`config.mk`:
```
export PLATFORM = sky130hd
export DESIGN_NAME = k_combination_enumerator_flat
export DESIGN_NICKNAME = d
export VERILOG_FILES = /design/src/hw/rtl/kce_pkg.sv /design/src/hw/rtl/kce_if.sv /design/src/hw/rtl/k_combination_enumerator.sv /design/src/hw/rtl/kce_cfg_regs.sv /design/src/flat_wrapper.sv
export SDC_FILE = /design/constraint.sdc
export NUM_CORES = 1
export LEC_CHECK = 0
export BUFFER_PORTS_ARGS = -buffer_cell sky130_fd_sc_hd__buf_2
export CAP_MARGIN = 20
export CELL_PAD_IN_SITES_DETAIL_PLACEMENT = 0
export CELL_PAD_IN_SITES_GLOBAL_PLACEMENT = 1
export CORE_MARGIN = 1.5
export CORE_UTILIZATION = 47
export DETAILED_ROUTE_END_ITERATION = 12
export GPL_ROUTABILITY_DRIVEN = 0
export PLACE_DENSITY = 0.81
export RECOVER_POWER = 50
export SLEW_MARGIN = 20
export SYNTH_ARGS = -nofsm -noshare
export SYNTH_HDL_FRONTEND = slang
export SYNTH_SLANG_ARGS = --single-unit
```
`constraint.sdc`:
```
create_clock -name clk -period 5.9 [get_ports clk]
set_input_delay 0.295 -clock clk [delete_from_list [all_inputs] [get_ports clk]]
set_output_delay 0.295 -clock clk [all_outputs]
set_load 0.01 [all_outputs]
```
`src/hw/rtl/kce_pkg.sv`:
```
// ----------------------------------------------------------------------------
// kce_pkg
// Shared widths, codes, sequencer states and status types of the
// k-combination enumerator.
// ----------------------------------------------------------------------------
package kce_pkg;

	localparam int IDX_W    = 6;
	localparam int OUT_IDX  = 8;
	localparam int N_W      = 7;
	localparam int K_W      = 4;
	localparam int CNT_W    = 7;
	localparam int CFG_IDX_W = 1;
	localparam int CFG_DAT_W = 7;

	localparam logic [CNT_W-1:0] RESULT_CAP = 7'd64;

	localparam logic CMD_FETCH   = 1'b0;
	localparam logic CMD_RESTART = 1'b1;

	localparam logic [CFG_IDX_W-1:0] CFG_N_TOTAL = 1'b0;
	localparam logic [CFG_IDX_W-1:0] CFG_K_SIZE  = 1'b1;

	typedef enum logic [1:0] {
		ST_IDLE,
		ST_SCAN,
		ST_FILL,
		ST_SEND
	} state_t;

	typedef struct packed {
		logic [N_W-1:0] n_total;
		logic [K_W-1:0] k_size;
		logic           ok;
	} cfg_status_t;

endpackage

```
`src/hw/rtl/kce_if.sv`:
```
// ----------------------------------------------------------------------------
// kce_if
// Handshake channels of the k-combination enumerator: request, result and
// configuration write.
// ----------------------------------------------------------------------------
interface kce_req_if;
	logic                       valid;
	logic                       ready;
	logic                       cmd;
	logic [kce_pkg::CNT_W-1:0]  max_count;

	modport source (output valid, output cmd, output max_count, input ready);
	modport sink   (input valid, input cmd, input max_count, output ready);
endinterface

interface kce_rsp_if;
	logic                       valid;
	logic                       ready;
	logic [kce_pkg::IDX_W-1:0]  index_0;
	logic [kce_pkg::IDX_W-1:0]  index_1;
	logic [kce_pkg::IDX_W-1:0]  index_2;
	logic [kce_pkg::IDX_W-1:0]  index_3;
	logic [kce_pkg::IDX_W-1:0]  index_4;
	logic [kce_pkg::IDX_W-1:0]  index_5;
	logic [kce_pkg::IDX_W-1:0]  index_6;
	logic [kce_pkg::IDX_W-1:0]  index_7;
	logic                       valid_res;
	logic                       more_left;
	logic                       last;

	modport source (output valid, output index_0, output index_1, output index_2,
		output index_3, output index_4, output index_5, output index_6,
		output index_7, output valid_res, output more_left, output last,
		input ready);
	modport sink   (input valid, input index_0, input index_1, input index_2,
		input index_3, input index_4, input index_5, input index_6,
		input index_7, input valid_res, input more_left, input last,
		output ready);
endinterface

interface kce_cfg_if;
	logic                           valid;
	logic                           ready;
	logic [kce_pkg::CFG_IDX_W-1:0]  index;
	logic [kce_pkg::CFG_DAT_W-1:0]  data;

	modport source (output valid, output index, output data, input ready);
	modport sink   (input valid, input index, input data, output ready);
endinterface

```
`src/hw/rtl/k_combination_enumerator.sv`:
```
// ----------------------------------------------------------------------------
// k_combination_enumerator
// Lists k-element index subsets of 0..n-1 in ascending lexicographic order.
//
// req carries cmd and max_count; rsp carries one combination per transfer;
// cfg writes n_total (index 0) and k_size (index 1); the user must write
// them only while the block is idle, as the block does not enforce it.
// A restart transfer loads 0..k-1 (or clears the flag on a bad pair) and
// gives no result. A fetch gives up to max_count results (64 at most), or
// one result with valid_res low once the list is exhausted. Each result is
// built by a shared compare/increment unit: a scan from position k-1
// downward, one position a cycle, then a refill of the positions to its
// right, one a cycle. req is ready only while idle; a fetch holds the
// block until its last result is transferred. When the receiver stalls,
// the result register holds and the sequencer waits. Reset clears the
// index registers and the flag and sets both configuration registers to 1.
// ----------------------------------------------------------------------------
module k_combination_enumerator #(
	parameter int MAX_K = 8,
	parameter int MAX_N = 64
) (
	input  logic      clk,
	input  logic      arst_n,
	kce_req_if.sink   req,
	kce_rsp_if.source rsp,
	kce_cfg_if.sink   cfg
);

	localparam int NREG = (MAX_K > kce_pkg::OUT_IDX) ? MAX_K : kce_pkg::OUT_IDX;
	localparam int PW   = $clog2(NREG);
	localparam int CW   = PW + 10;

	localparam int IW = kce_pkg::IDX_W;
	localparam int OW = kce_pkg::OUT_IDX;

	kce_pkg::cfg_status_t st;
	kce_pkg::state_t      state_q, state_d;

	logic [IW-1:0]               idx_q [NREG];
	logic                        more_q;
	logic [PW-1:0]               pos_q;
	logic [IW-1:0]               base_q;
	logic [kce_pkg::CNT_W-1:0]   cnt_q, limit_q;
	logic [IW-1:0]               oidx_q [OW];
	logic                        ovres_q, omore_q, olast_q;

	logic                        in_xfer, out_xfer;
	logic                        fetch_go, fetch_empty;
	logic [IW-1:0]               cur, inc;
	logic                        hit, pos_zero, fill_more;
	logic [PW-1:0]               pos_top;
	logic [kce_pkg::CNT_W-1:0]   cnt_next, limit_sat;

	kce_cfg_regs #(.MAX_K(MAX_K), .MAX_N(MAX_N)) u_cfg (
		.clk    (clk),
		.arst_n (arst_n),
		.cfg    (cfg),
		.status (st)
	);

	assign in_xfer  = req.valid && req.ready;
	assign out_xfer = rsp.valid && rsp.ready;

	assign fetch_go    = in_xfer && (req.cmd == kce_pkg::CMD_FETCH) && (req.max_count != '0);
	assign fetch_empty = !(more_q && st.ok);
	assign limit_sat   = (req.max_count > kce_pkg::RESULT_CAP) ? kce_pkg::RESULT_CAP
		: req.max_count;

	// shared step unit
	assign cur       = idx_q[pos_q];
	assign inc       = ((state_q == kce_pkg::ST_FILL) ? base_q : cur) + IW'(1);
	assign hit       = (CW'(cur) + CW'(st.k_size)) < (CW'(st.n_total) + CW'(pos_q));
	assign pos_zero  = (pos_q == '0);
	assign fill_more = (CW'(pos_q) + CW'(1)) < CW'(st.k_size);
	assign pos_top   = PW'(st.k_size - kce_pkg::K_W'(1));
	assign cnt_next  = cnt_q + kce_pkg::CNT_W'(1);

	// next state
	always_comb begin
		state_d = state_q;
		case (state_q)
			kce_pkg::ST_IDLE: begin
				if (fetch_go) state_d = fetch_empty ? kce_pkg::ST_SEND : kce_pkg::ST_SCAN;
			end
			kce_pkg::ST_SCAN: begin
				if (hit) state_d = fill_more ? kce_pkg::ST_FILL : kce_pkg::ST_SEND;
				else if (pos_zero) state_d = kce_pkg::ST_SEND;
			end
			kce_pkg::ST_FILL: begin
				if (!fill_more) state_d = kce_pkg::ST_SEND;
			end
			kce_pkg::ST_SEND: begin
				if (out_xfer) state_d = olast_q ? kce_pkg::ST_IDLE : kce_pkg::ST_SCAN;
			end
			default: state_d = kce_pkg::ST_IDLE;
		endcase
	end

	// handshake outputs
	always_comb begin
		req.ready = (state_q == kce_pkg::ST_IDLE);
		rsp.valid = (state_q == kce_pkg::ST_SEND);
	end

	assign rsp.index_0   = oidx_q[0];
	assign rsp.index_1   = oidx_q[1];
	assign rsp.index_2   = oidx_q[2];
	assign rsp.index_3   = oidx_q[3];
	assign rsp.index_4   = oidx_q[4];
	assign rsp.index_5   = oidx_q[5];
	assign rsp.index_6   = oidx_q[6];
	assign rsp.index_7   = oidx_q[7];
	assign rsp.valid_res = ovres_q;
	assign rsp.more_left = omore_q;
	assign rsp.last      = olast_q;

	always_ff @(posedge clk or negedge arst_n) begin
		if (!arst_n) begin
			state_q <= kce_pkg::ST_IDLE;
			more_q  <= 1'b0;
			pos_q   <= '0;
			cnt_q   <= '0;
			limit_q <= '0;
			for (int i = 0; i < NREG; i++) idx_q[i] <= '0;
		end else begin
			state_q <= state_d;
			case (state_q)
				kce_pkg::ST_IDLE: begin
					if (in_xfer && (req.cmd == kce_pkg::CMD_RESTART)) begin
						for (int i = 0; i < NREG; i++)
							idx_q[i] <= (st.ok && (i < int'(st.k_size))) ? IW'(i) : '0;
						more_q <= st.ok;
					end else if (fetch_go) begin
						cnt_q   <= '0;
						limit_q <= limit_sat;
						pos_q   <= pos_top;
						if (fetch_empty) more_q <= 1'b0;
					end
				end
				kce_pkg::ST_SCAN: begin
					if (hit) begin
						idx_q[pos_q] <= inc;
						if (fill_more) pos_q <= pos_q + PW'(1);
					end else if (pos_zero) begin
						more_q <= 1'b0;
					end else begin
						pos_q <= pos_q - PW'(1);
					end
					if ((hit && !fill_more) || (!hit && pos_zero)) cnt_q <= cnt_next;
				end
				kce_pkg::ST_FILL: begin
					idx_q[pos_q] <= inc;
					if (fill_more) pos_q <= pos_q + PW'(1);
					else cnt_q <= cnt_next;
				end
				kce_pkg::ST_SEND: begin
					if (out_xfer && !olast_q) pos_q <= pos_top;
				end
				default: ;
			endcase
		end
	end

	// result register and refill base
	always_ff @(posedge clk) begin
		if ((state_q == kce_pkg::ST_IDLE && fetch_go) ||
			(state_q == kce_pkg::ST_SEND && out_xfer && !olast_q)) begin
			for (int i = 0; i < OW; i++)
				oidx_q[i] <= (!fetch_empty && (i < int'(st.k_size))) ? idx_q[i] : '0;
			ovres_q <= !fetch_empty;
			omore_q <= 1'b0;
			olast_q <= fetch_empty;
		end
		if ((state_q == kce_pkg::ST_SCAN && hit) || state_q == kce_pkg::ST_FILL)
			base_q <= inc;
		if ((state_q == kce_pkg::ST_SCAN && hit && !fill_more) ||
			(state_q == kce_pkg::ST_FILL && !fill_more)) begin
			omore_q <= 1'b1;
			olast_q <= (cnt_next == limit_q);
		end else if (state_q == kce_pkg::ST_SCAN && !hit && pos_zero) begin
			omore_q <= 1'b0;
			olast_q <= 1'b1;
		end
	end

	a_ready_not_sending: assert property (@(posedge clk) disable iff (!arst_n)
		!(req.ready && rsp.valid))
		else $error("request taken while a result is pending");

	a_empty_is_last: assert property (@(posedge clk) disable iff (!arst_n)
		(rsp.valid && !rsp.valid_res) |-> (rsp.last && !rsp.more_left))
		else $error("exhausted result not marked last");

	a_no_more_is_last: assert property (@(posedge clk) disable iff (!arst_n)
		(rsp.valid && !rsp.more_left) |-> rsp.last)
		else $error("final combination not marked last");

	a_count_bound: assert property (@(posedge clk) disable iff (!arst_n)
		cnt_q <= limit_q)
		else $error("result count beyond request limit");

	a_restart_idle: assert property (@(posedge clk) disable iff (!arst_n)
		(in_xfer && req.cmd == kce_pkg::CMD_RESTART) |=> req.ready)
		else $error("restart left the sequencer busy");

endmodule

```
`src/hw/rtl/kce_cfg_regs.sv`:
```
// ----------------------------------------------------------------------------
// kce_cfg_regs
// Configuration registers n_total and k_size with the validity check of
// the pair.
// ----------------------------------------------------------------------------
module kce_cfg_regs #(
	parameter int MAX_K = 8,
	parameter int MAX_N = 64
) (
	input  logic                   clk,
	input  logic                   arst_n,
	kce_cfg_if.sink                cfg,
	output kce_pkg::cfg_status_t   status
);

	localparam logic [8:0] MaxNW = 9'(MAX_N);
	localparam logic [4:0] MaxKW = 5'(MAX_K);

	logic [kce_pkg::N_W-1:0] n_q;
	logic [kce_pkg::K_W-1:0] k_q;

	assign cfg.ready = 1'b1;

	always_ff @(posedge clk or negedge arst_n) begin
		if (!arst_n) begin
			n_q <= kce_pkg::N_W'(1);
			k_q <= kce_pkg::K_W'(1);
		end else if (cfg.valid && cfg.ready) begin
			case (cfg.index)
				kce_pkg::CFG_N_TOTAL: n_q <= cfg.data[kce_pkg::N_W-1:0];
				kce_pkg::CFG_K_SIZE:  k_q <= cfg.data[kce_pkg::K_W-1:0];
				default: ;
			endcase
		end
	end

	always_comb begin
		status.n_total = n_q;
		status.k_size  = k_q;
		status.ok      = (k_q != '0) && (5'(k_q) <= MaxKW) &&
			(n_q != '0) && (9'(n_q) <= MaxNW) &&
			(7'(k_q) <= n_q);
	end

endmodule
```
`src/flat_wrapper.sv`:
```
// flat-port wrapper written by rule: the top's interface ports become plain ports
module k_combination_enumerator_flat 
#(
	parameter int MAX_K = 8,
	parameter int MAX_N = 64
)
  (clk, arst_n, req_valid, req_cmd, req_max_count, req_ready, rsp_valid, rsp_index_0, rsp_index_1, rsp_index_2, rsp_index_3, rsp_index_4, rsp_index_5, rsp_index_6, rsp_index_7, rsp_valid_res, rsp_more_left, rsp_last, rsp_ready, cfg_valid, cfg_index, cfg_data, cfg_ready);
  kce_req_if req_i ();
  kce_rsp_if rsp_i ();
  kce_cfg_if cfg_i ();
  input  logic clk;
  input  logic arst_n;
  input wire logic [$bits(req_i.valid)-1:0] req_valid;
  input wire logic [$bits(req_i.cmd)-1:0] req_cmd;
  input wire logic [$bits(req_i.max_count)-1:0] req_max_count;
  output wire logic [$bits(req_i.ready)-1:0] req_ready;
  output wire logic [$bits(rsp_i.valid)-1:0] rsp_valid;
  output wire logic [$bits(rsp_i.index_0)-1:0] rsp_index_0;
  output wire logic [$bits(rsp_i.index_1)-1:0] rsp_index_1;
  output wire logic [$bits(rsp_i.index_2)-1:0] rsp_index_2;
  output wire logic [$bits(rsp_i.index_3)-1:0] rsp_index_3;
  output wire logic [$bits(rsp_i.index_4)-1:0] rsp_index_4;
  output wire logic [$bits(rsp_i.index_5)-1:0] rsp_index_5;
  output wire logic [$bits(rsp_i.index_6)-1:0] rsp_index_6;
  output wire logic [$bits(rsp_i.index_7)-1:0] rsp_index_7;
  output wire logic [$bits(rsp_i.valid_res)-1:0] rsp_valid_res;
  output wire logic [$bits(rsp_i.more_left)-1:0] rsp_more_left;
  output wire logic [$bits(rsp_i.last)-1:0] rsp_last;
  input wire logic [$bits(rsp_i.ready)-1:0] rsp_ready;
  input wire logic [$bits(cfg_i.valid)-1:0] cfg_valid;
  input wire logic [$bits(cfg_i.index)-1:0] cfg_index;
  input wire logic [$bits(cfg_i.data)-1:0] cfg_data;
  output wire logic [$bits(cfg_i.ready)-1:0] cfg_ready;
  assign req_i.valid = req_valid;
  assign req_i.cmd = req_cmd;
  assign req_i.max_count = req_max_count;
  assign req_ready = req_i.ready;
  assign rsp_valid = rsp_i.valid;
  assign rsp_index_0 = rsp_i.index_0;
  assign rsp_index_1 = rsp_i.index_1;
  assign rsp_index_2 = rsp_i.index_2;
  assign rsp_index_3 = rsp_i.index_3;
  assign rsp_index_4 = rsp_i.index_4;
  assign rsp_index_5 = rsp_i.index_5;
  assign rsp_index_6 = rsp_i.index_6;
  assign rsp_index_7 = rsp_i.index_7;
  assign rsp_valid_res = rsp_i.valid_res;
  assign rsp_more_left = rsp_i.more_left;
  assign rsp_last = rsp_i.last;
  assign rsp_i.ready = rsp_ready;
  assign cfg_i.valid = cfg_valid;
  assign cfg_i.index = cfg_index;
  assign cfg_i.data = cfg_data;
  assign cfg_ready = cfg_i.ready;
  k_combination_enumerator #(.MAX_K(MAX_K), .MAX_N(MAX_N)) u_core (.clk(clk), .arst_n(arst_n), .req(req_i), .rsp(rsp_i), .cfg(cfg_i));
endmodule
```
==> metrics.cfg, run 1 <==
[run_status]
status = finished, violations left
violations = max-capacitance violations, max-slew violations

[finish]
n_antenna_cell = 0
nets = 809
fin_cells = 979
multi_input_area_mm2 = 0.00343
seq_area_mm2 = 0.00368
utilization_pct = 55.2
stdcell_area_mm2 = 0.00842
area_growth_pct = 14.5
drive_gt1_share_pct = 11.3
fillers = 1350

[clock_tree]
cts_sinks = 136
clockBufferDepth = 2
cts_setup_buffers = 0
cts_tree = done
cts-root-buf = clkbuf_16
numCtsBuffers = 17
cts_hold_buffers = 0
htree_levels = 4
cts_resized = 0
worstSkewPairLatency_ps = 430
cts.reportedPaths.clkPinSlew_ps = 60

[synthesis]
yosysUniqueCellTypes = 71
synth.top_cells.by_count = nand2_1, dfrtp_1, edfxtp_1
yosysWarnings = 0
synth_most_common_cell = nand2_1
synth_top_cell_area_share_pct = 26.2
synth_area_leader_cell = dfrtp_1
synth_edf_count = 56
syn_area_per_cell_um2 = 10.7
async_flop_share_pct = 58.1
ys_seq_area_share_pct = 50.1
synth-seq-cells = 136
synth_ff_type = dfrtp_1
synth_area_leaders = dfrtp_1, edfxtp_1, ha_1, nand2_1, and3_1
synthCells = 687
syn_area_mm2 = 0.00735
syn_nets = 741

[timing]
timing.final.ws_setup_ps = 559
worstMarginPinSlew_ps = 4320
fin_crit_ps = 5340
finalSetupViolCount = 0
fmax_mhz = 187
maxSlewViolCount = 131
finalHoldViolCount = 0
min_period_over_period_pct = 90.5
timing.setup.tns_ps = 0
slew_headroom_pct = -188
rsz0062_at_grt = false
skew_ps = 6.59

[worst_setup_path]
end_kind = flop
cpMostUsedCell = nor2_1
slowest_delay_ps = 840
rr_startpoint = u_core.pos_q[2]
r2r-end = u_core.pos_q[0]
start_kind = flop
crit_type = reg2reg
required_ps = 6210
crit_path_start = u_core.pos_q[2]
worstPathArrival_ps = 5650
slowest_stage = dfrtp_1
r2r_cells = 15
reg2reg_slack_ps = 560
crit_end = u_core.pos_q[0]
critPathMaxFanout = 21
crit_chain = mux2_1 > mux4_2 > or2_2 > ha_1 > fa_1 > a21o_1 > a21oi_1 > nor2_1 > ha_1 > o21a_1 > nor2_1 > or3b_2 > nor3_1 > nor2_1 > mux2_2

[detailed_routing]
first_pass_iters = 5
via_per_inst = 5.90
drc = 0
ant_nets = 0
via_count = 5775
drtIter0Drc = 443
routedWlPerCell_um = 18.9
wirelength_um = 18500

[global_routing]
grt_first_pass_wirelength_um = 29800
antenna_found_initial = 0
grt_overflow_total = 0
grt_max_degree = 80
grt_pass1_vias = 5664
grtUsageTotal_pct = 23.8

[place]
dp_hpwl_um = 13200
placed_cells = 946
dpl_cell_area_mm2 = 0.00789
dp_slack_ps = 656
io_buffers = 73

[pwr]
p_leak_nw = 3.59
irDropWorstVdd_mv = 0.623
power_density_mw_per_mm2 = 622

[floorplan]
ios = 75
rows = 45
start_util_pct = 48.2
core_area_mm2 = 0.0153
die_area_mm2 = 0.0164
fp.dieH_um = 128
dieWidth_um = 128

[flow_run]
cap_violations = 2

[min_path]
hp-class = in2reg

[power breakdown]
group	total, mW	switching (mW)	internal (mW)
clock network	1.06	0.402	0.661
registers	1.59	0.265	1.33
logic	2.58	1.69	0.890
total	5.23	2.36	2.88
[logic make-up after synthesis]
family	synth area share, %
xor+xnor	3.30
mux	5.26
simple gates	17.1
other cells	0.0510
fa+ha+maj	5.82
flops	50.1
buf+inv	3.29
compound gates	15.1
[flip-flops by register name (all words and copies together), names as in the netlist]
name	count
u_core.state_q	2
u_core.cnt_q	7
u_core.rsp.last	1
u_core.rsp.more_left	1
u_core.base_q	6
u_core.pos_q	3
u_core.limit_q	7
u_core.rsp.valid_res	1
u_core.u_cfg.n_q	7
u_core.idx_q	48
u_core.more_q	1
u_core.oidx_q	48
u_core.u_cfg.k_q	4
[routing by layer]
| layer | vias up | track usage, % | routed length, um |
|---|---|---|---|
| met3 | 60 | 5.63 | 1160 |
| li1 | 2696 | - | - |
| met2 | 221 | 38.4 | 8840 |
| met1 | 2798 | 30.1 | 7790 |
| met4 | 0 | 11.8 | 721 |
| met5 | - | 0 | 0 |
[metrics by stage]
step	hold slack (ps)	total power, mW
after global placement	451	4.05
after detailed placement	444	4.15
after global routing	98.6	5.57
final	97.4	5.23
after floorplan	-0.591	3.36
after CTS	89.9	5.23
[cells in the final DEF (no fill, tap or decap), types with 6 or more instances in the layout]
master	count
mux2_1	6
a31oi_1	13
buf_4	7
nor3_1	7
and3_1	40
clkinv_2	6
a21oi_1	25
nand2b_1	11
xnor2_1	13
buf_2	19
xor2_1	11
clkbuf_16	17
mux2_2	13
dfrtp_1	77
and2_1	16
edfxtp_1	56
clkbuf_1	56
ha_1	31
inv_1	25
a32o_1	24
nor2b_1	15
nand3_1	19
o21ai_0	46
nand2_1	84
nor2_1	24
mux2i_1	6
[worst max-delay path, delay by kind of cell (launching register included)]
kind	cells	cell delay, ps
compound gates	3	530
fa+ha+maj	3	970
flops	1	840
mux	3	1170
simple gates	6	1690
[area by class of cell]
cell class	count	share of cell area [%]
well taps	211	3.14
clock buffers	19	5.14
repair buffers	81	4.28
inverters	26	1.16
flip-flops and latches	136	43.7
multi-input cells	493	40.7
clock inverters	13	1.83
[worst min-delay path by stage]
stage	start	slack, ps	cells after the start	to
floorplan	arst_n	-0.6	0	u_core.cnt_q[0]
global placement	u_core.rsp.more_left	450	2	u_core.rsp.more_left
detailed placement	u_core.rsp.more_left	440	2	u_core.rsp.more_left
CTS	arst_n	90	1	u_core.idx_q[1]
global route	cfg_data[4]	100	2	u_core.u_cfg.n_q[4]
finish	cfg_data[4]	100	2	u_core.u_cfg.n_q[4]
Power figures use the tool's default switching activity.
==> inputs of run 2 (changes only) <==
--- a/config.mk
+++ b/config.mk
@@ -5,15 +5,16 @@
 export SDC_FILE = /design/constraint.sdc
 export NUM_CORES = 1
 export LEC_CHECK = 0
+export ABC_AREA = 1
 export BUFFER_PORTS_ARGS = -buffer_cell sky130_fd_sc_hd__buf_2
 export CAP_MARGIN = 20
 export CELL_PAD_IN_SITES_DETAIL_PLACEMENT = 0
 export CELL_PAD_IN_SITES_GLOBAL_PLACEMENT = 1
-export CORE_MARGIN = 1.5
-export CORE_UTILIZATION = 47
+export CORE_MARGIN = 2
+export CORE_UTILIZATION = 45
 export DETAILED_ROUTE_END_ITERATION = 12
 export GPL_ROUTABILITY_DRIVEN = 0
-export PLACE_DENSITY = 0.81
+export PLACE_DENSITY = 0.82
 export RECOVER_POWER = 50
 export SLEW_MARGIN = 20
 export SYNTH_ARGS = -nofsm -noshare
==> metrics.cfg, run 2 <==
[synthesis]
synth-seq-cells = 136  ; unchanged
syn_area_mm2 = 0.00751  ; was 0.00735 mm2
synthCells = 908  ; was 687
synth_top_cell_area_share_pct = 25.6  ; was 26.2%
synth_area_leaders = dfrtp_1, edfxtp_1, nand2_1, inv_1, ha_1  ; was dfrtp_1, edfxtp_1, ha_1, nand2_1, and3_1
synth_area_leader_cell = dfrtp_1  ; unchanged
async_flop_share_pct = 58.1  ; unchanged
yosysWarnings = 0  ; unchanged
yosysUniqueCellTypes = 44  ; was 71
synth.top_cells.by_count = nand2_1, inv_1, nor2_1  ; was nand2_1, dfrtp_1, edfxtp_1
synth_edf_count = 56  ; unchanged
ys_seq_area_share_pct = 49.0  ; was 50.1%
synth_most_common_cell = nand2_1  ; unchanged
syn_area_per_cell_um2 = 8.27  ; was 10.7 um2
synth_ff_type = dfrtp_1  ; unchanged
syn_nets = 962  ; was 741

[finish]
stdcell_area_mm2 = 0.00862  ; was 0.00842 mm2
nets = 1038  ; was 809
mostFrequentLayoutCells = nand2_1, inv_1, nor2_1  ; was nand2_1, dfrtp_1, clkbuf_1, edfxtp_1, o21ai_0
fin_cells = 1217  ; was 979
fillers = 1638  ; was 1,350
largest_registers = u_core.idx_q (48), u_core.oidx_q (48)  ; unchanged
n_antenna_cell = 0  ; unchanged
mostFrequentLayoutCell = nand2_1  ; unchanged
drive_gt1_share_pct = 8.93  ; was 11.3%
area_growth_pct = 14.7  ; was 14.5%

[clock_tree]
cts_resized = 0  ; unchanged
cts_sinks = 136  ; unchanged
cts_tree = done  ; unchanged
numCtsBuffers = 17  ; unchanged
worstSkewPairLatency_ps = 430  ; about the same
cts_setup_buffers = 0  ; unchanged
cts-root-buf = clkbuf_16  ; unchanged
cts.reportedPaths.clkPinSlew_ps = 60  ; about the same
cts_hold_buffers = 0  ; unchanged
clockBufferDepth = 2  ; unchanged
htree_levels = 4  ; unchanged

[timing]
rsz0062_at_grt = false  ; unchanged
timing.final.ws_setup_ps = 1440  ; was 559 ps
maxSlewViolCount = 131  ; unchanged
timing.setup.tns_ps = 0  ; unchanged
fin_worst_hold_slack_ps = 95.8  ; was 97.4 ps
min_period_over_period_pct = 75.6  ; was 90.5%
fin_crit_ps = 4460  ; was 5340 ps
fmax_mhz = 224  ; was 187 MHz
finalSetupViolCount = 0  ; unchanged
worstMarginPinSlew_ps = 4330  ; was 4320 ps
slew_headroom_pct = -189  ; was -188%
skew_ps = 10.9  ; was 6.59 ps
finalHoldViolCount = 0  ; unchanged

[floorplan]
ios = 75  ; unchanged
dieWidth_um = 133  ; was 128 um
die_area_mm2 = 0.0177  ; was 0.0164 mm2
core_area_mm2 = 0.0165  ; was 0.0153 mm2
fp.dieH_um = 133  ; was 128 um
rows = 47  ; was 45
start_util_pct = 45.6  ; was 48.2%

[detailed_routing]
drc = 0  ; unchanged
via_count = 6080  ; was 5,775
routedWlPerCell_um = 15.3  ; was 18.9 um
wirelength_um = 18600  ; was 18,500 um
first_pass_iters = 5  ; unchanged
ant_nets = 0  ; unchanged
via_per_inst = 5.00  ; was 5.90
drtIter0Drc = 392  ; was 443

[pwr]
power_density_mw_per_mm2 = 549  ; was 622 mW/mm2
p_leak_nw = 3.92  ; was 3.59 nW
irDropWorstVdd_mv = 0.350  ; was 0.623 mV

[worst_setup_path]
crit_path_start = u_core.pos_q[2]  ; unchanged
start_kind = flop  ; unchanged
required_ps = 6080  ; was 6210 ps
rr_startpoint = u_core.pos_q[2]  ; unchanged
worstPathArrival_ps = 4640  ; was 5650 ps
crit_type = reg2reg  ; unchanged
critPathMaxFanout = 19  ; was 21
end_kind = flop  ; unchanged

[run_status]
status = finished, violations left  ; unchanged
violations = max-capacitance violations, max-slew violations  ; unchanged

[place]
dpl_cell_area_mm2 = 0.00805  ; was 0.00789 mm2
io_buffers = 73  ; unchanged
dp_slack_ps = 1490  ; was 656 ps
dp_hpwl_um = 13400  ; was 13,200 um
placed_cells = 1184  ; was 946

[flow_run]
cap_violations = 2  ; unchanged

[global_routing]
grt_pass1_vias = 5981  ; was 5,664
grt_overflow_total = 0  ; unchanged
grt_max_degree = 80  ; unchanged
grt_first_pass_wirelength_um = 30800  ; was 29,800 um
grtUsageTotal_pct = 22.4  ; was 23.8%
antenna_found_initial = 0  ; unchanged

[min_path]
hp-class = in2reg  ; unchanged
min_from = cfg_data[5]  ; was cfg_data[4]

==> run 2: worst paths after layout <==
| path | to | slack, ps | cells past startpoint |
|---|---|---|---|
| max in group asynchronous | u_core.cnt_q[3] | 1480 | 2 |
| min in group asynchronous | u_core.u_cfg.n_q[5] | 1930 | 2 |
| setup / recovery | u_core.rsp.last | 1440 | 21 |
| setup reg to reg | u_core.rsp.last | 1440 | 21 |
| hold / removal | u_core.u_cfg.n_q[5] | 100 | 2 |
| hold reg to reg | u_core.idx_q[47] | 480 | 2 |
==> run 2: per-layer routing <==
metal	global-route usage, %	wire [um]	up-vias
met3	3.35	954	26
li1	-	-	3064
met5	0	0	-
met4	8.92	462	0
met2	35.7	8470	176
met1	31.0	8680	2814
==> run 2: through the flow <==
| step | utilization (%) | total power, mW |
|---|---|---|
| 6_report | 52.3 | 4.73 |
| 4_1_cts | 52.7 | 4.75 |
| 3_3_place_gp | 48.9 | 3.60 |
| 3_5_place_dp | 48.9 | 3.61 |
| 5_1_grt | 52.3 | 5.10 |
| 2_1_floorplan | - | 3.01 |
==> run 2: critical path, stage by stage, from the launching register on <==
cell and delay, ps:
dfrtp_1 780, clkinv_1 430, nand4_1 190, nand2_1 70, nor2_1 120, nand2_1 130, fa_1 480, a31oi_1 250
xnor2_1 130, ha_1 320, nand2_1 80, inv_1 40, nand2_1 60, nand3_1 70, nand3b_1 80, nand2_1 140
inv_1 130, nand2_1 50, nand2_1 320, nand2_1 180, o21ai_0 110, nand2_1 70
==> run 2: layout make-up <==
class	count	area, um2	share of cell area [%]
Clock inverter	12	164	1.90
Tap cell	220	275	3.19
Clock buffer	20	468	5.43
Sequential cell	136	3680	42.7
Timing Repair Buffer	77	327	3.79
Inverter	137	514	5.97
Multi-Input combinational cell	615	3190	37.0
==> run 2: logic make-up (layout without fill, tap and decap cells) <==
family          Yosys count  in the layout  share of synthesized area (%)
fa+ha+maj                33             33                           5.70
simple gates            447            447                           25.5
mux                       2              2                          0.300
flops                   136            136                           49.0
xor+xnor                 21             21                           2.45
buf+inv                 157            246                           8.71
compound gates          111            111                           8.31
other cells               1              1                         0.0499
==> run 2: report_power, final <==
group          leakage [nW]  internal (mW)  switching, mW  total [mW]
combinational          2.03          0.602           1.54        2.14
clock                 0.300          0.707          0.428        1.14
sequential             1.59           1.28          0.172        1.45
total                  3.92           2.59           2.14        4.73
==> inputs of run 3 (changes only) <==
--- a/config.mk
+++ b/config.mk
@@ -5,16 +5,16 @@
 export SDC_FILE = /design/constraint.sdc
 export NUM_CORES = 1
 export LEC_CHECK = 0
-export ABC_AREA = 1
+export ABC_AREA = 0
 export BUFFER_PORTS_ARGS = -buffer_cell sky130_fd_sc_hd__buf_2
 export CAP_MARGIN = 20
 export CELL_PAD_IN_SITES_DETAIL_PLACEMENT = 0
 export CELL_PAD_IN_SITES_GLOBAL_PLACEMENT = 1
 export CORE_MARGIN = 2
-export CORE_UTILIZATION = 45
+export CORE_UTILIZATION = 47
 export DETAILED_ROUTE_END_ITERATION = 12
 export GPL_ROUTABILITY_DRIVEN = 0
-export PLACE_DENSITY = 0.82
+export PLACE_DENSITY = 0.81
 export RECOVER_POWER = 50
 export SLEW_MARGIN = 20
 export SYNTH_ARGS = -nofsm -noshare
==> constraint.sdc (replaced) <==
create_clock -name clk -period 4.3 [get_ports clk]
set_input_delay 0.215 -clock clk [delete_from_list [all_inputs] [get_ports clk]]
set_output_delay 0.215 -clock clk [all_outputs]
set_load 0.01 [all_outputs]
==> metrics.cfg, run 3 (synthesis results as in run 1) <==
[min_path]
min_from = cfg_data[2]  ; was cfg_data[5]
hp-class = in2reg  ; unchanged
min_to = u_core.u_cfg.n_q[2]  ; was u_core.u_cfg.n_q[5]
hold_depth = 3  ; was 2

[pwr]
finalPower_mw = 8.36  ; was 4.73 mW
p_leak_nw = 3.93  ; was 3.92 nW
power_density_mw_per_mm2 = 916  ; was 549 mW/mm2
irDropWorstVdd_mv = 0.608  ; was 0.350 mV

[clock_tree]
htree_levels = 4  ; unchanged
cts-root-buf = clkbuf_16  ; unchanged
cts_sinks = 136  ; unchanged
clockBufferDepth = 2  ; unchanged
numCtsBuffers = 17  ; unchanged
worstSkewPairLatency_ps = 420  ; was 430 ps
cts_tree = done  ; unchanged
cts.reportedPaths.clkPinSlew_ps = 60  ; about the same

[timing]
skew_ps = 7.33  ; was 10.9 ps
finalHoldViolCount = 0  ; unchanged
finalSetupViolCount = 0  ; unchanged
fmax_mhz = 233  ; was 224 MHz
min_period_over_period_pct = 99.9  ; was 75.6%
slew_headroom_pct = -35.2  ; was -189%
worstMarginPinSlew_ps = 2030  ; was 4330 ps
fin_crit_ps = 4300  ; was 4460 ps
rsz0062_at_grt = true  ; was false
fin_worst_hold_slack_ps = 30.6  ; was 95.8 ps
maxSlewViolCount = 80  ; was 131

[finish]
mostFrequentLayoutCell = dfrtp_1  ; was nand2_1
area_growth_pct = 24.1  ; was 14.7%
n_antenna_cell = 0  ; unchanged
fillers = 1292  ; was 1,638
fin_cells = 1024  ; was 1,217
drive_gt1_share_pct = 23.5  ; was 8.93%
nets = 854  ; was 1,038
largest_registers = u_core.idx_q (48), u_core.oidx_q (48)  ; unchanged
mostFrequentLayoutCells = dfrtp_1, nand2_1, edfxtp_1  ; was nand2_1, inv_1, nor2_1

[run_status]
violations = max-capacitance violations, max-slew violations  ; unchanged
status = finished, violations left  ; unchanged

[worst_setup_path]
worstPathArrival_ps = 4600  ; was 4640 ps
critPathMaxFanout = 19  ; unchanged
r2r_cells = 16  ; was 21
required_ps = 4600  ; was 6080 ps
rr_startpoint = u_core.pos_q[2]  ; unchanged
end_kind = flop  ; unchanged
reg2reg_slack_ps = 3  ; was 1440 ps
crit_path_start = u_core.pos_q[2]  ; unchanged
r2r-end = u_core.idx_q[47]  ; was u_core.rsp.last
start_kind = flop  ; unchanged
crit_type = reg2reg  ; unchanged

[detailed_routing]
drc = 0  ; unchanged
via_count = 6001  ; was 6,080
ant_nets = 0  ; unchanged
via_per_inst = 5.86  ; was 5.00
routedWlPerCell_um = 18.9  ; was 15.3 um
drtIter0Drc = 563  ; was 392
first_pass_iters = 5  ; unchanged
wirelength_um = 19400  ; was 18,600 um

[global_routing]
grt_pass1_vias = 5937  ; was 5,981
antenna_found_initial = 0  ; unchanged
grtUsageTotal_pct = 24.3  ; was 22.4%
grt_overflow_total = 0  ; unchanged
grt_max_degree = 80  ; unchanged
grt_first_pass_wirelength_um = 30900  ; was 30,800 um

[floorplan]
die_area_mm2 = 0.0167  ; was 0.0177 mm2
dieWidth_um = 129  ; was 133 um
start_util_pct = 48.2  ; was 45.6%
core_area_mm2 = 0.0153  ; was 0.0165 mm2
ios = 75  ; unchanged
rows = 45  ; was 47
fp.dieH_um = 129  ; was 133 um

[place]
dp_hpwl_um = 13700  ; was 13,400 um
io_buffers = 73  ; unchanged
placed_cells = 986  ; was 1,184

[flow_run]
cap_violations = 1  ; was 2

[run 3: per-layer routing]
metal  part of all wire (%)  vias up  track usage, %
met5                      0        -               0
met2                     49      271            39.9
met4                    2.3        0            10.3
met3                    6.9       38            5.24
li1                       -     2772               -
met1                     42     2920            31.5
[run 3: worst max path at each step]
| stage | endpoint | depth (start not counted) |
|---|---|---|
| 2_1_floorplan | u_core.rsp.last | 17 |
| 3_3_place_gp | u_core.cnt_q[2] | 17 |
| 6_report | u_core.idx_q[47] | 16 |
| 5_1_grt | u_core.rsp.last | 17 |
| 3_5_place_dp | u_core.rsp.last | 17 |
| 4_1_cts | u_core.pos_q[1] | 18 |
[run 3: stage by stage]
step | worst slack, ps | utilization (%) | cell area [um2] | TNS (ps)
3_5_place_dp | -275 | 54.1 | 8250 | -11460
2_1_floorplan | -14.4 | - | 7380 | -21.6
3_3_place_gp | -139 | 54.1 | 8250 | -3030
5_1_grt | -132 | 59.8 | 9120 | -2660
6_report | 2.98 | 59.8 | 9120 | 0
4_1_cts | -0.413 | 58.8 | 8980 | -0.413
[run 3: critical path, stage by stage, from the launching register on]
cell	delay (ps)
dfrtp_2	450
mux2_4	320
mux4_2	500
or2_4	260
ha_4	170
fa_2	370
a21o_1	180
a21oi_2	140
nor2_1	70
ha_1	320
o21a_1	140
nor2_2	60
nor3b_2	420
a21boi_4	110
buf_12	190
and3_1	210
a32o_1	260
[run 3: repair_timing]
item                                    CTS  global route
pin swaps                                 7             9
buffers inserted                          4             3
endpoints found under the setup margin   70            70
hold buffers                              0             1
endpoints found under the hold margin     0            77
resized for setup                        26            43
[run 3: power by group]
group,internal (mW),leakage (nW),switching [mW],total (mW)
clock network,0.919,0.289,0.552,1.47
registers,1.82,1.56,0.327,2.15
logic,1.95,2.08,2.79,4.74
total,4.69,3.93,3.67,8.36
[run 3: cell type report]
type	count	area, um2	share of cell area (%)
Tap cell	211	264	2.89
Inverter	26	101	1.11
Clock buffer	18	439	4.81
Sequential cell	136	3680	40.4
Multi-Input combinational cell	493	3700	40.5
Clock inverter	14	155	1.70
Timing Repair Buffer	126	781	8.56
